`config.mk`:
```
export PLATFORM = sky130hd
export DESIGN_NAME = cigar_alignment_scorer_unit_flat
export DESIGN_NICKNAME = d
export VERILOG_FILES = /design/src/rtl/cas_pkg.sv /design/src/rtl/cas_req_if.sv /design/src/rtl/cas_rsp_if.sv /design/src/rtl/cigar_alignment_scorer_unit.sv /design/src/flat_wrapper.sv
export SDC_FILE = /design/constraint.sdc
export NUM_CORES = 1
export LEC_CHECK = 0
export BUFFER_PORTS_ARGS = -buffer_cell sky130_fd_sc_hd__clkbuf_2
export CELL_PAD_IN_SITES_DETAIL_PLACEMENT = 1
export CELL_PAD_IN_SITES_GLOBAL_PLACEMENT = 2
export CORE_MARGIN = 2
export CORE_UTILIZATION = 39
export CTS_CLUSTER_SIZE = 40
export DETAILED_ROUTE_END_ITERATION = 8
export PLACE_DENSITY_LB_ADDON = 0.1
export SLEW_MARGIN = 20
export SYNTH_ARGS = -nofsm -noshare
export SYNTH_HDL_FRONTEND = slang
export SYNTH_SLANG_ARGS = --single-unit
```
`constraint.sdc`:
```
create_clock -name clock -period 10.66 [get_ports clock]
set_input_delay 1.599 -clock clock [delete_from_list [all_inputs] [get_ports clock]]
set_output_delay 1.599 -clock clock [all_outputs]
set_load 0.005 [all_outputs]
```
`src/rtl/cas_pkg.sv`:
```
// Shared types and constants for the CIGAR alignment scorer.
package cas_pkg;

   localparam int CH_W       = 8;
   localparam int LEN_W      = 32;
   localparam int SCORE_OUT_W = 40;
   localparam int COEF_W     = 4;
   localparam int CSR_IDX_W  = 8;

   localparam logic [CH_W-1:0] CH_0 = 8'h30;
   localparam logic [CH_W-1:0] CH_9 = 8'h39;
   localparam logic [CH_W-1:0] CH_M = 8'h4D;
   localparam logic [CH_W-1:0] CH_X = 8'h58;
   localparam logic [CH_W-1:0] CH_I = 8'h49;
   localparam logic [CH_W-1:0] CH_D = 8'h44;
   localparam logic [CH_W-1:0] CH_S = 8'h53;

   localparam logic [3:0] DEC_RADIX = 4'd10;

   typedef enum logic [CSR_IDX_W-1:0] {
      REG_MATCH_BONUS      = 8'd0,
      REG_MISMATCH_PENALTY = 8'd1,
      REG_GAP_OPEN         = 8'd2,
      REG_GAP_EXTEND       = 8'd3
   } csr_index_type;

   localparam logic [COEF_W-1:0] MATCH_BONUS_RST      = 4'd2;
   localparam logic [COEF_W-1:0] MISMATCH_PENALTY_RST = 4'd2;
   localparam logic [COEF_W-1:0] GAP_OPEN_RST         = 4'd3;
   localparam logic [COEF_W-1:0] GAP_EXTEND_RST       = 4'd1;

endpackage

```
`src/rtl/cas_req_if.sv`:
```
// Input channel: one CIGAR character per transfer.
interface cas_req_if;
   logic                     valid;
   logic                     ready;
   logic [cas_pkg::CH_W-1:0]  ch;
   logic                     last;
   logic [cas_pkg::LEN_W-1:0] query_length;

   modport source (output valid, ch, last, query_length, input ready);
   modport sink   (input valid, ch, last, query_length, output ready);
endinterface

```
`src/rtl/cas_rsp_if.sv`:
```
// Result channel: score and lengths of one record.
interface cas_rsp_if;
   logic                             valid;
   logic                             ready;
   logic signed [cas_pkg::SCORE_OUT_W-1:0] score;
   logic [cas_pkg::LEN_W-1:0]         expected_length;
   logic [cas_pkg::LEN_W-1:0]         computed_length;

   modport source (output valid, score, expected_length, computed_length, input ready);
   modport sink   (input valid, score, expected_length, computed_length, output ready);
endinterface

```
`src/rtl/cigar_alignment_scorer_unit.sv`:
```
// Streaming CIGAR scorer: one character per cycle, sustained; an item is taken in every cycle
// unless a finished record result is held on rsp and the item in flight is a last character.
// The first stage builds the decimal run and forms the run's score change with one small
// multiply (coefficient times run); the second stage adds it into the saturating score and
// length sums. A record's result is registered on rsp once its last character leaves the first
// stage, and only when the summed query length equals the one given with that character.
module cigar_alignment_scorer_unit #(
   parameter int RUN_BITS   = 24,
   parameter int SCORE_BITS = 40
) (
   input  logic                              clock,
   input  logic                              reset,
   cas_req_if.sink                           req_bus,
   cas_rsp_if.source                         rsp_bus,
   input  logic                              csr_we,
   input  logic [cas_pkg::CSR_IDX_W-1:0]     csr_index,
   input  logic [cas_pkg::COEF_W-1:0]        csr_wdata
);
   import cas_pkg::*;

   localparam int PROD_W    = RUN_BITS + 4;
   localparam int DELTA_W   = RUN_BITS + 6;
   localparam int SUM_W     = ((SCORE_BITS > DELTA_W) ? SCORE_BITS : DELTA_W) + 1;
   localparam int LEN_SUM_W = ((RUN_BITS > LEN_W) ? RUN_BITS : LEN_W) + 1;
   localparam int EXT_W     = (SCORE_BITS > SCORE_OUT_W) ? SCORE_BITS : SCORE_OUT_W;

   typedef struct packed {
      logic                    last;
      logic [LEN_W-1:0]        qlen;
      logic [DELTA_W-1:0]      delta;
      logic [RUN_BITS-1:0]     len_add;
   } stage_type;

   // configuration
   logic [COEF_W-1:0] match_bonus_ff, mismatch_penalty_ff, gap_open_ff, gap_extend_ff;

   always_ff @(posedge clock) begin
      if (reset) begin
         match_bonus_ff      <= MATCH_BONUS_RST;
         mismatch_penalty_ff <= MISMATCH_PENALTY_RST;
         gap_open_ff         <= GAP_OPEN_RST;
         gap_extend_ff       <= GAP_EXTEND_RST;
      end else if (csr_we) begin
         unique case (csr_index)
            REG_MATCH_BONUS:      match_bonus_ff      <= csr_wdata;
            REG_MISMATCH_PENALTY: mismatch_penalty_ff <= csr_wdata;
            REG_GAP_OPEN:         gap_open_ff         <= csr_wdata;
            REG_GAP_EXTEND:       gap_extend_ff       <= csr_wdata;
            default: ;
         endcase
      end
   end

   // state
   logic [RUN_BITS-1:0]          run_length_ff, run_length_in;
   logic                         have_digits_ff, have_digits_in;
   logic signed [SCORE_BITS-1:0] score_sum_ff, score_sum_in;
   logic [LEN_W-1:0]             length_sum_ff, length_sum_in;
   logic                         s1_valid_ff;
   stage_type                    s1_ff, s1_in;
   logic                         rsp_valid_ff;
   logic signed [SCORE_OUT_W-1:0] rsp_score_ff;
   logic [LEN_W-1:0]             rsp_expected_ff, rsp_computed_ff;

   logic accept, out_free, proceed, len_match;

   // stage 1: run builder and score change
   logic                    is_digit, is_op, is_len_op;
   logic [3:0]              digit;
   logic [PROD_W-1:0]       run_wide, prod;
   logic [COEF_W-1:0]       coef;
   logic signed [DELTA_W-1:0] delta;

   assign is_digit = (req_bus.ch >= CH_0) && (req_bus.ch <= CH_9);
   assign digit    = 4'(req_bus.ch - CH_0);
   assign run_wide = PROD_W'(run_length_ff) * PROD_W'(DEC_RADIX) + PROD_W'(digit);
   assign prod     = PROD_W'(coef) * PROD_W'(run_length_ff);

   always_comb begin
      is_op     = 1'b0;
      is_len_op = 1'b0;
      coef      = '0;
      delta     = '0;
      case (req_bus.ch) inside
         CH_M: begin
            is_op = 1'b1; is_len_op = 1'b1; coef = match_bonus_ff;
            delta = $signed({2'b00, prod});
         end
         CH_X: begin
            is_op = 1'b1; is_len_op = 1'b1; coef = mismatch_penalty_ff;
            delta = -$signed({2'b00, prod});
         end
         CH_I, CH_D: begin
            is_op = 1'b1; is_len_op = (req_bus.ch == CH_I); coef = gap_extend_ff;
            // -(open + (run - 1) * extend)
            delta = $signed(DELTA_W'(gap_extend_ff)) - $signed(DELTA_W'(gap_open_ff))
                    - $signed({2'b00, prod});
         end
         CH_S: begin
            is_op = 1'b1; is_len_op = 1'b1;
         end
         default: ;
      endcase
   end

   always_comb begin
      run_length_in  = '0;
      have_digits_in = 1'b0;
      if (is_digit && !req_bus.last) begin
         have_digits_in = 1'b1;
         run_length_in  = (run_wide > PROD_W'({RUN_BITS{1'b1}})) ? {RUN_BITS{1'b1}}
                                                                : run_wide[RUN_BITS-1:0];
      end
      s1_in.last    = req_bus.last;
      s1_in.qlen    = req_bus.query_length;
      s1_in.delta   = (is_op && have_digits_ff) ? delta : '0;
      s1_in.len_add = (is_len_op && have_digits_ff) ? run_length_ff : '0;
   end

   // stage 2: saturating accumulate
   logic signed [SUM_W-1:0]      score_wide, score_hi, score_lo;
   logic signed [SCORE_BITS-1:0] score_next;
   logic [LEN_SUM_W-1:0]         len_wide;
   logic [LEN_W-1:0]             length_next;
   logic signed [EXT_W-1:0]      score_ext;

   assign score_hi   = SUM_W'($signed({1'b0, {(SCORE_BITS-1){1'b1}}}));
   assign score_lo   = SUM_W'($signed({1'b1, {(SCORE_BITS-1){1'b0}}}));
   assign score_wide = SUM_W'(score_sum_ff) + SUM_W'($signed(s1_ff.delta));
   assign score_next = (score_wide > score_hi) ? score_hi[SCORE_BITS-1:0] :
                       (score_wide < score_lo) ? score_lo[SCORE_BITS-1:0] :
                                                 score_wide[SCORE_BITS-1:0];
   assign len_wide    = LEN_SUM_W'(length_sum_ff) + LEN_SUM_W'(s1_ff.len_add);
   assign length_next = (len_wide > LEN_SUM_W'({LEN_W{1'b1}})) ? {LEN_W{1'b1}}
                                                              : len_wide[LEN_W-1:0];
   assign score_ext   = EXT_W'(score_next);
   assign len_match   = (length_next == s1_ff.qlen);

   assign out_free        = !rsp_valid_ff || rsp_bus.ready;
   assign proceed         = s1_valid_ff && (!s1_ff.last || out_free);
   assign req_bus.ready   = !s1_valid_ff || proceed;
   assign accept          = req_bus.valid && req_bus.ready;

   always_comb begin
      score_sum_in  = score_sum_ff;
      length_sum_in = length_sum_ff;
      if (proceed) begin
         score_sum_in  = s1_ff.last ? '0 : score_next;
         length_sum_in = s1_ff.last ? '0 : length_next;
      end
   end

   always_ff @(posedge clock) begin
      if (reset) begin
         run_length_ff  <= '0;
         have_digits_ff <= 1'b0;
         score_sum_ff   <= '0;
         length_sum_ff  <= '0;
         s1_valid_ff    <= 1'b0;
         rsp_valid_ff   <= 1'b0;
      end else begin
         score_sum_ff  <= score_sum_in;
         length_sum_ff <= length_sum_in;
         if (accept) begin
            run_length_ff  <= run_length_in;
            have_digits_ff <= have_digits_in;
            s1_valid_ff    <= 1'b1;
         end else if (proceed) begin
            s1_valid_ff <= 1'b0;
         end
         if (proceed && s1_ff.last && len_match) begin
            rsp_valid_ff <= 1'b1;
         end else if (rsp_bus.ready) begin
            rsp_valid_ff <= 1'b0;
         end
      end
   end

   always_ff @(posedge clock) begin
      if (accept) begin
         s1_ff <= s1_in;
      end
      if (proceed && s1_ff.last && len_match) begin
         rsp_score_ff    <= score_ext[SCORE_OUT_W-1:0];
         rsp_expected_ff <= s1_ff.qlen;
         rsp_computed_ff <= length_next;
      end
   end

   assign rsp_bus.valid           = rsp_valid_ff;
   assign rsp_bus.score           = rsp_score_ff;
   assign rsp_bus.expected_length = rsp_expected_ff;
   assign rsp_bus.computed_length = rsp_computed_ff;

`ifndef SYNTHESIS
   // a new result only follows a last character that reached the accumulator
   a_rsp_after_last: assert property (@(posedge clock) disable iff (reset)
      $rose(rsp_bus.valid) |-> $past(proceed && s1_ff.last))
      else $error("result raised without a closing last character");

   // sums are cleared once a record closes
   a_clear_on_last: assert property (@(posedge clock) disable iff (reset)
      (proceed && s1_ff.last) |=> (score_sum_ff == '0 && length_sum_ff == '0))
      else $error("record sums not cleared after last character");

   // matching length at close yields a result
   a_emit_on_match: assert property (@(posedge clock) disable iff (reset)
      (proceed && s1_ff.last && len_match) |=> rsp_bus.valid)
      else $error("matching record produced no result");
`endif

endmodule

```
`src/flat_wrapper.sv`:
```
// flat-port wrapper written by rule: the top's interface ports become plain ports
module cigar_alignment_scorer_unit_flat import cas_pkg::*;
#(
   parameter int RUN_BITS   = 24,
   parameter int SCORE_BITS = 40
)
  (clock, reset, csr_we, csr_index, csr_wdata, req_bus_valid, req_bus_ch, req_bus_last, req_bus_query_length, req_bus_ready, rsp_bus_valid, rsp_bus_score, rsp_bus_expected_length, rsp_bus_computed_length, rsp_bus_ready);
  cas_req_if req_bus_i ();
  cas_rsp_if rsp_bus_i ();
  input  logic clock;
  input  logic reset;
  input  logic csr_we;
  input  logic [cas_pkg::CSR_IDX_W-1:0] csr_index;
  input  logic [cas_pkg::COEF_W-1:0] csr_wdata;
  input wire logic [$bits(req_bus_i.valid)-1:0] req_bus_valid;
  input wire logic [$bits(req_bus_i.ch)-1:0] req_bus_ch;
  input wire logic [$bits(req_bus_i.last)-1:0] req_bus_last;
  input wire logic [$bits(req_bus_i.query_length)-1:0] req_bus_query_length;
  output wire logic [$bits(req_bus_i.ready)-1:0] req_bus_ready;
  output wire logic [$bits(rsp_bus_i.valid)-1:0] rsp_bus_valid;
  output wire logic [$bits(rsp_bus_i.score)-1:0] rsp_bus_score;
  output wire logic [$bits(rsp_bus_i.expected_length)-1:0] rsp_bus_expected_length;
  output wire logic [$bits(rsp_bus_i.computed_length)-1:0] rsp_bus_computed_length;
  input wire logic [$bits(rsp_bus_i.ready)-1:0] rsp_bus_ready;
  assign req_bus_i.valid = req_bus_valid;
  assign req_bus_i.ch = req_bus_ch;
  assign req_bus_i.last = req_bus_last;
  assign req_bus_i.query_length = req_bus_query_length;
  assign req_bus_ready = req_bus_i.ready;
  assign rsp_bus_valid = rsp_bus_i.valid;
  assign rsp_bus_score = rsp_bus_i.score;
  assign rsp_bus_expected_length = rsp_bus_i.expected_length;
  assign rsp_bus_computed_length = rsp_bus_i.computed_length;
  assign rsp_bus_i.ready = rsp_bus_ready;
  cigar_alignment_scorer_unit #(.RUN_BITS(RUN_BITS), .SCORE_BITS(SCORE_BITS)) u_core (.clock(clock), .reset(reset), .req_bus(req_bus_i), .rsp_bus(rsp_bus_i), .csr_we(csr_we), .csr_index(csr_index), .csr_wdata(csr_wdata));
endmodule
```
# Yosys cells after proc, flatten, opt, wreduce, memory -nomap -nowiden
# Index checks and enable logic that the tools add are counted.
# W data, S select, Z words.
word_totals:
  reg_bits: 306
  output_inout_bits: 106
classes:
  n_mux: 25
  n_mul: 2
  magnitude_cmp: 6
  bitwise_logic: 1
  reduce_logical: 24
  eq_ne: 9
  n_addsub: 7
op_table:
  columns: ["cell", "n"]
  rows:
  - ["$mux W40", 3]
  - ["$mux W32", 2]
  - ["$mux W30", 2]
  - ["$mux W24", 2]
  - ["$add A40 B30 Y41", 1]
  - ["$gt A41 B40 Y1 const B", 1]
  - ["$lt A41 B40 Y1 const B", 1]
  - ["$eq A8 B7 Y1 const B", 5]
  - ["$add A32 B24 Y33", 1]
  - ["$gt A33 B32 Y1 const B", 1]
  - ["$eq A32 B32 Y1", 1]
  - ["$neg A28 Y30", 1]
  - ["$sub A30 B29 Y30", 1]
  - ["$add A28 B4 Y28", 1]
  - ["$gt A28 B24 Y1 const B", 1]
  - ["$mul A4 B24 Y28", 1]
  - ["$mux W28", 1]
  - ["$mul A24 B3 Y27 const B", 1]
  - ["$eq A8 B2 Y1 const B", 2]
  - ["$mux W1", 12]
  - ["$mux W4", 3]
  - ["$eq A8 B1 Y1 const B", 1]
  - ["$ge A8 B6 Y1 const B", 1]
  - ["$le A8 B6 Y1 const B", 1]
  - ["other kinds (10)", 27]

# Depth between registers and ports, before layout
logic_depth:
  ltp_word: 10
  depth_mapped: 33
  mapped_depth_nobuf: 29

# Least setup slack after synthesis
# OpenSTA, ideal clock, no wires.
synth_path:
  kind: "in2reg"
  from: "input port req_bus_ch[7]"
  to: "register u_core.s1_ff[51] in the netlist's numbering, data pin"
  path_stages: 29
  slack_ns: 1.863
  setup_ns: 0.158
  t_required_ns: 10.502
  arrival_ns: 8.639
  path_cell_list: "or3b_2 -> nor3_1 -> and2_1 -> clkbuf_1 -> a22oi_1 -> nand2_1 -> clkbuf_1 -> nand2_1 -> fa_1 -> fa_1 -> inv_1 -> fa_1 -> a21o_1 -> a221oi_1 -> o21bai_1 -> a31oi_1 -> xnor2_1 -> inv_1 -> ha_1 -> a2111o_1 -> or2_2 -> a31oi_1 -> o41ai_1 -> a41oi_1 -> nand2_1 -> a311oi_1 -> o21bai_1 -> or3_1 -> o211ai_1"
synth_via:
  elab_chain_len: 10
  word_cells_on_any_way: 20
synth_rtl:
  columns: ["item", "line_no", "rtl"]
  rows:
  - ["start: declaration", "flat_wrapper.sv:16", "input wire logic [$bits(req_bus_i.ch)-1:0] req_bus_ch;"]
  - ["$eq A8 B7 Y1 (no line)", null, null]
  - ["$reduce_or A2 Y1", "cigar_alignment_scorer_unit.sv:84", "case (req_bus.ch) inside"]
  - ["$mux W4 (3 in series)", "cigar_alignment_scorer_unit.sv:84", null]
  - ["$mul A4 B24 Y28", "cigar_alignment_scorer_unit.sv:77", "assign prod = PROD_W'(coef) * PROD_W'(run_length_ff);"]
  - ["$sub A30 B29 Y30", "cigar_alignment_scorer_unit.sv:97", "- $signed({2'b00, prod});"]
  - ["$mux W30 (2 in series)", "cigar_alignment_scorer_unit.sv:84", null]
  - ["$mux W28", "cigar_alignment_scorer_unit.sv:84", null]
  - ["end signal: assignment", "cigar_alignment_scorer_unit.sv:181", "s1_ff <= s1_in;"]
  - ["end: declaration", "cigar_alignment_scorer_unit.sv:60", "stage_type s1_ff, s1_in;"]
# Parallel ways exist; a longest one is shown, timed or not.
# A chain may end at the register's enable or synchronous reset.

# Worst setup path after layout
# Ends and elaborated chain as after synthesis.

==> metrics.md <==
| Metric | Value |
|---|---|
| Most crowded layer after global routing | `met2` |
| Clock H-tree levels | `2` |
| Leading cell type by number of instances after synthesis | `sky130_fd_sc_hd__nand2_1` |
| Number of hold violations in the final report | `0` |
| Post-synth EDFFs | `191` |
| Number of gates given a new drive strength after cts | `0` |
| Met2 routing resource usage after global routing | `0.399` |
| Initial Util | `0.395` |
| Number of distinct standard cells referenced by the synthesized netlist | `103` |
| Count of boundary I/O pins | `about 160` |
| Average cell area after synthesis | `9.22 um2` |
| Run status | `finished, final reports clean` |
| Worst slew margin relative to its limit | `0.247` |
| Starting DRC count in detailed routing | `1014` |
| Ratio of cells with drive above 1 in the final layout | `0.113` |
| Setup Fix Bufs, Post-CTS | `0` |
| Hold bufs inserted after CTS | `0` |
| Vias in the first global route | `just over 20000` |
| Sum of negative setup slack | `0 ns` |
| Post-synth top flop | `sky130_fd_sc_hd__edfxtp_1` |
| Number of vias per cell after detailed routing | `5.72` |
| Fmax | `103 MHz` |
| Antenna violations before repair | `3` |
| Leading cell types by count after synthesis | `sky130_fd_sc_hd__nand2_1 (212), sky130_fd_sc_hd__nor2_1 (204), sky130_fd_sc_hd__edfxtp_1 (191)` |
| Maximum buffer depth of the clock tree | `3` |
| Clock transition at the registers of the reported paths | `approximately 0.060 ns` |
| Worst endpoint data arrival time | `10.03 ns` |
| Time the worst path needs with I/O delays and setup | `slightly below 10 ns` |
| Yosys top cell area share | `0.251` |
| Die area | `between 60000 and 70000 um2` |
| Worst setup path category | `primary input to flop` |
| Sequential-to-total area share from yosys stat | `0.352` |
| Setup skew after layout | `0.0369 ns` |
| Cell area after placement | `between 20000 and 25000 um2` |
| Routed via count | `~20000` |
| Area of the core | `57800 um2` |
| GRT Overall Usage | `0.240` |
| Top cells by area, synth | `sky130_fd_sc_hd__edfxtp_1 (25%), sky130_fd_sc_hd__dfxtp_1 (10%), sky130_fd_sc_hd__ha_1 (9.5%), sky130_fd_sc_hd__fa_1 (4.4%), sky130_fd_sc_hd__a21oi_1 (4.0%)` |
| Total power draw | `2.78 mW` |
| Diode insertion count for antenna repair | `0` |
| Setup repair after global routing missed its margin | `no` |
| P&R area growth vs syn | `12.1%` |
| Cell Area, Synth | `22800 um2` |
| Cell with the biggest individual delay on the critical path | `sky130_fd_sc_hd__fa_1` |
| Largest fanout on the critical path | `24` |
| Post-synthesis net count | `roughly 2800` |
| Clock tree from TritonCTS | `yes` |
| Last weighted congestion value of the routability-driven placer | `0.884` |
| Die height | `around 250 um` |
| Top delay family on crit path | `compound AO/OA/AOI/OAI gates` |
| Largest area contributor in the netlist | `sky130_fd_sc_hd__edfxtp_1` |
| Pins Over Slew Limit | `0` |
| Fin util | `0.443` |
| Post-DR wirelength/cell | `21.4 um` |
| Kind of end point of the critical path | `flop` |
| Cell count after synthesis | `2477` |
| Startpoint kind of the worst setup timing path | `primary input` |
| Global route total overflow | `0` |
| Sinks on the clock net | `slightly above 300` |
| Proportion of power drawn by flip-flops and latches | `0.475` |
| First-pass GRT wire length | `about 120000 um` |
| CP dominant cell by count | `sky130_fd_sc_hd__nand2_1` |
| Met3 track utilization from global routing | `0.0228` |
| Placement Rows | `between 80 and 90` |
| Peak VDD IR | `roughly 0.12 mV` |
| Maximum number of pins on one net before global-route repair | `a little over 70` |
| Count of nets after finishing | `around 2900` |
| Detailed Routing Iterations Pass 1 | `6` |
| Total wire length | `between 70000 and 80000 um` |
| TritonCTS buffer count | `34` |
| Clk network pwr share | `0.434` |
| Worst skew pair latency | `0.55 ns` |
| Sw power | `roughly 0.69 mW` |
| Count of state elements after synthesis | `between 300 and 400` |
| Count of buffers inserted at the top-level ports | `roughly 160` |
| Share of the clock period used by the worst path | `0.907` |
| Post-route DRC violation count | `0` |
| Met1 Track Usage GR | `0.337` |
| Share of flip-flops with an asynchronous set or reset | `0` |
| Slew at the pin closest to its max-slew limit | `around 1.1 ns` |
| Share of total power in combinational logic | `0.091` |
| Power per cell area | `about 110 nW/um2` |
| Max-Cap Viols | `0` |
| Internal portion of total power | `between 2 and 2.5 mW` |
| Horiz. Die Dim | `between 200 and 250 um` |
| Proportion of total power due to net switching | `0.250` |
| Root buf cell | `sky130_fd_sc_hd__clkbuf_16` |
| Detail Route Antenna Nets | `0` |
| Ys Warns | `0` |
| Worst stage delay on the critical path | `0.54 ns` |
| Path type of the worst min-delay path | `flop to flop` |
| Buffer and inverter count on the worst path | `5` |
| Required time at the worst-slack endpoint | `11.02 ns` |
| Leakage power total | `roughly 11 nW` |
| Number of endpoints failing setup at the final stage | `0` |
| Final design area excluding fillers | `around 26000 um2` |
| Half-perimeter wire length after detailed placement | `approximately 56000 um` |
metrics by stage:
step	worst slack (ns)	cells	hold slack, ns
finish	0.991	3399	0.471
global route	0.394	3399	0.481
CTS	1.02	3399	0.471
detailed placement	0.519	3337	0.454
global placement	0.881	3337	0.448
floorplan	1.86	2477	0.426
cell families (layout without fill, tap and decap cells):
kind of cell             after synthesis  in the layout  synth area share
AO/OA/AOI/OAI                        699            699             0.208
AND/OR/NAND/NOR                      790            790             0.174
multiplexers                          24             24            0.0106
XOR/XNOR                             160            160            0.0633
buffers and inverters                248            405            0.0416
flip-flops                           306            306             0.352
adder cells (fa/ha/maj)              250            250             0.151
sequential cells by signal (all words and copies together) (netlist names):
signal,flops
u_core.gap_extend_ff,4
u_core.gap_open_ff,4
u_core.have_digits_ff,1
u_core.length_sum_ff,32
u_core.match_bonus_ff,4
u_core.mismatch_penalty_ff,4
u_core.rsp_bus.computed_length,32
u_core.rsp_bus.expected_length,32
u_core.rsp_bus.score,40
u_core.rsp_bus.valid,1
u_core.run_length_ff,24
u_core.s1_ff,87
u_core.s1_valid_ff,1
u_core.score_sum_ff,40
placed cells by master, fill, tap and decap left out, types with 23 or more instances in the layout:
cell type                   synthesis  routed
sky130_fd_sc_hd__nand2_1          212     211
sky130_fd_sc_hd__nor2_1           204     203
sky130_fd_sc_hd__edfxtp_1         191     191
sky130_fd_sc_hd__a21oi_1          183     182
sky130_fd_sc_hd__ha_1             174     174
sky130_fd_sc_hd__clkbuf_2           1     162
sky130_fd_sc_hd__inv_1            157     156
sky130_fd_sc_hd__o21ai_0          118     117
sky130_fd_sc_hd__dfxtp_1          115     115
sky130_fd_sc_hd__and2_1           108     108
sky130_fd_sc_hd__xnor2_1           88      88
sky130_fd_sc_hd__xor2_1            68      68
sky130_fd_sc_hd__a21o_1            58      58
sky130_fd_sc_hd__fa_1              50      50
sky130_fd_sc_hd__a22oi_1           47      47
sky130_fd_sc_hd__nand3_1           46      46
sky130_fd_sc_hd__nor3_1            36      35
sky130_fd_sc_hd__clkbuf_16          0      35
sky130_fd_sc_hd__a221oi_1          33      33
sky130_fd_sc_hd__a211oi_1          31      31
sky130_fd_sc_hd__a31oi_1           27      27
sky130_fd_sc_hd__nand4_1           26      26
sky130_fd_sc_hd__maj3_1            26      26
sky130_fd_sc_hd__buf_4              0      24
sky130_fd_sc_hd__and3_1            23      23
worst paths after layout:
check | startpoint | slack, ns | endpoint | cells after the start
hold / removal | u_core.gap_open_ff[1]$_SDFFE_PP1P_ | 0.47 | u_core.gap_open_ff[1]$_SDFFE_PP1P_ | 1
hold reg to reg | u_core.gap_open_ff[1]$_SDFFE_PP1P_ | 0.47 | u_core.gap_open_ff[1]$_SDFFE_PP1P_ | 1
setup reg to reg | u_core.gap_extend_ff[1]$_SDFFE_PP0P_ | 3.18 | u_core.s1_ff[51]$_SDFFCE_PN0P_ | 25
setup / recovery | req_bus_ch[7] | 0.99 | u_core.s1_ff[51]$_SDFFCE_PN0P_ | 30
routing by layer:
metal  share of wire  vias up
li1                -     9357
met2            0.46      334
met3           0.034       80
met4           0.020        4
met5         0.00034        -
met1            0.49     9666
area by class of cell:
type                    count  area (um2)
flip-flops and latches    306        8040
multi-input cells        1923       13900
clock buffers              42         932
repair buffers            186         991
clock inverters            20         208
inverters                 157         591
well taps                 765         957
fillers                  6693       32200
power groups by stage:
stage / clock network (mW) / logic (mW) / registers [mW]
floorplan: 0 / 0.172 / 1.33
global placement: 0 / 0.247 / 1.34
detailed placement: 0 / 0.251 / 1.34
CTS: 1.24 / 0.254 / 1.32
global route: 1.27 / 0.281 / 1.32
finish: 1.20 / 0.253 / 1.32
Note: power is estimated with default switching activity, not from simulation.
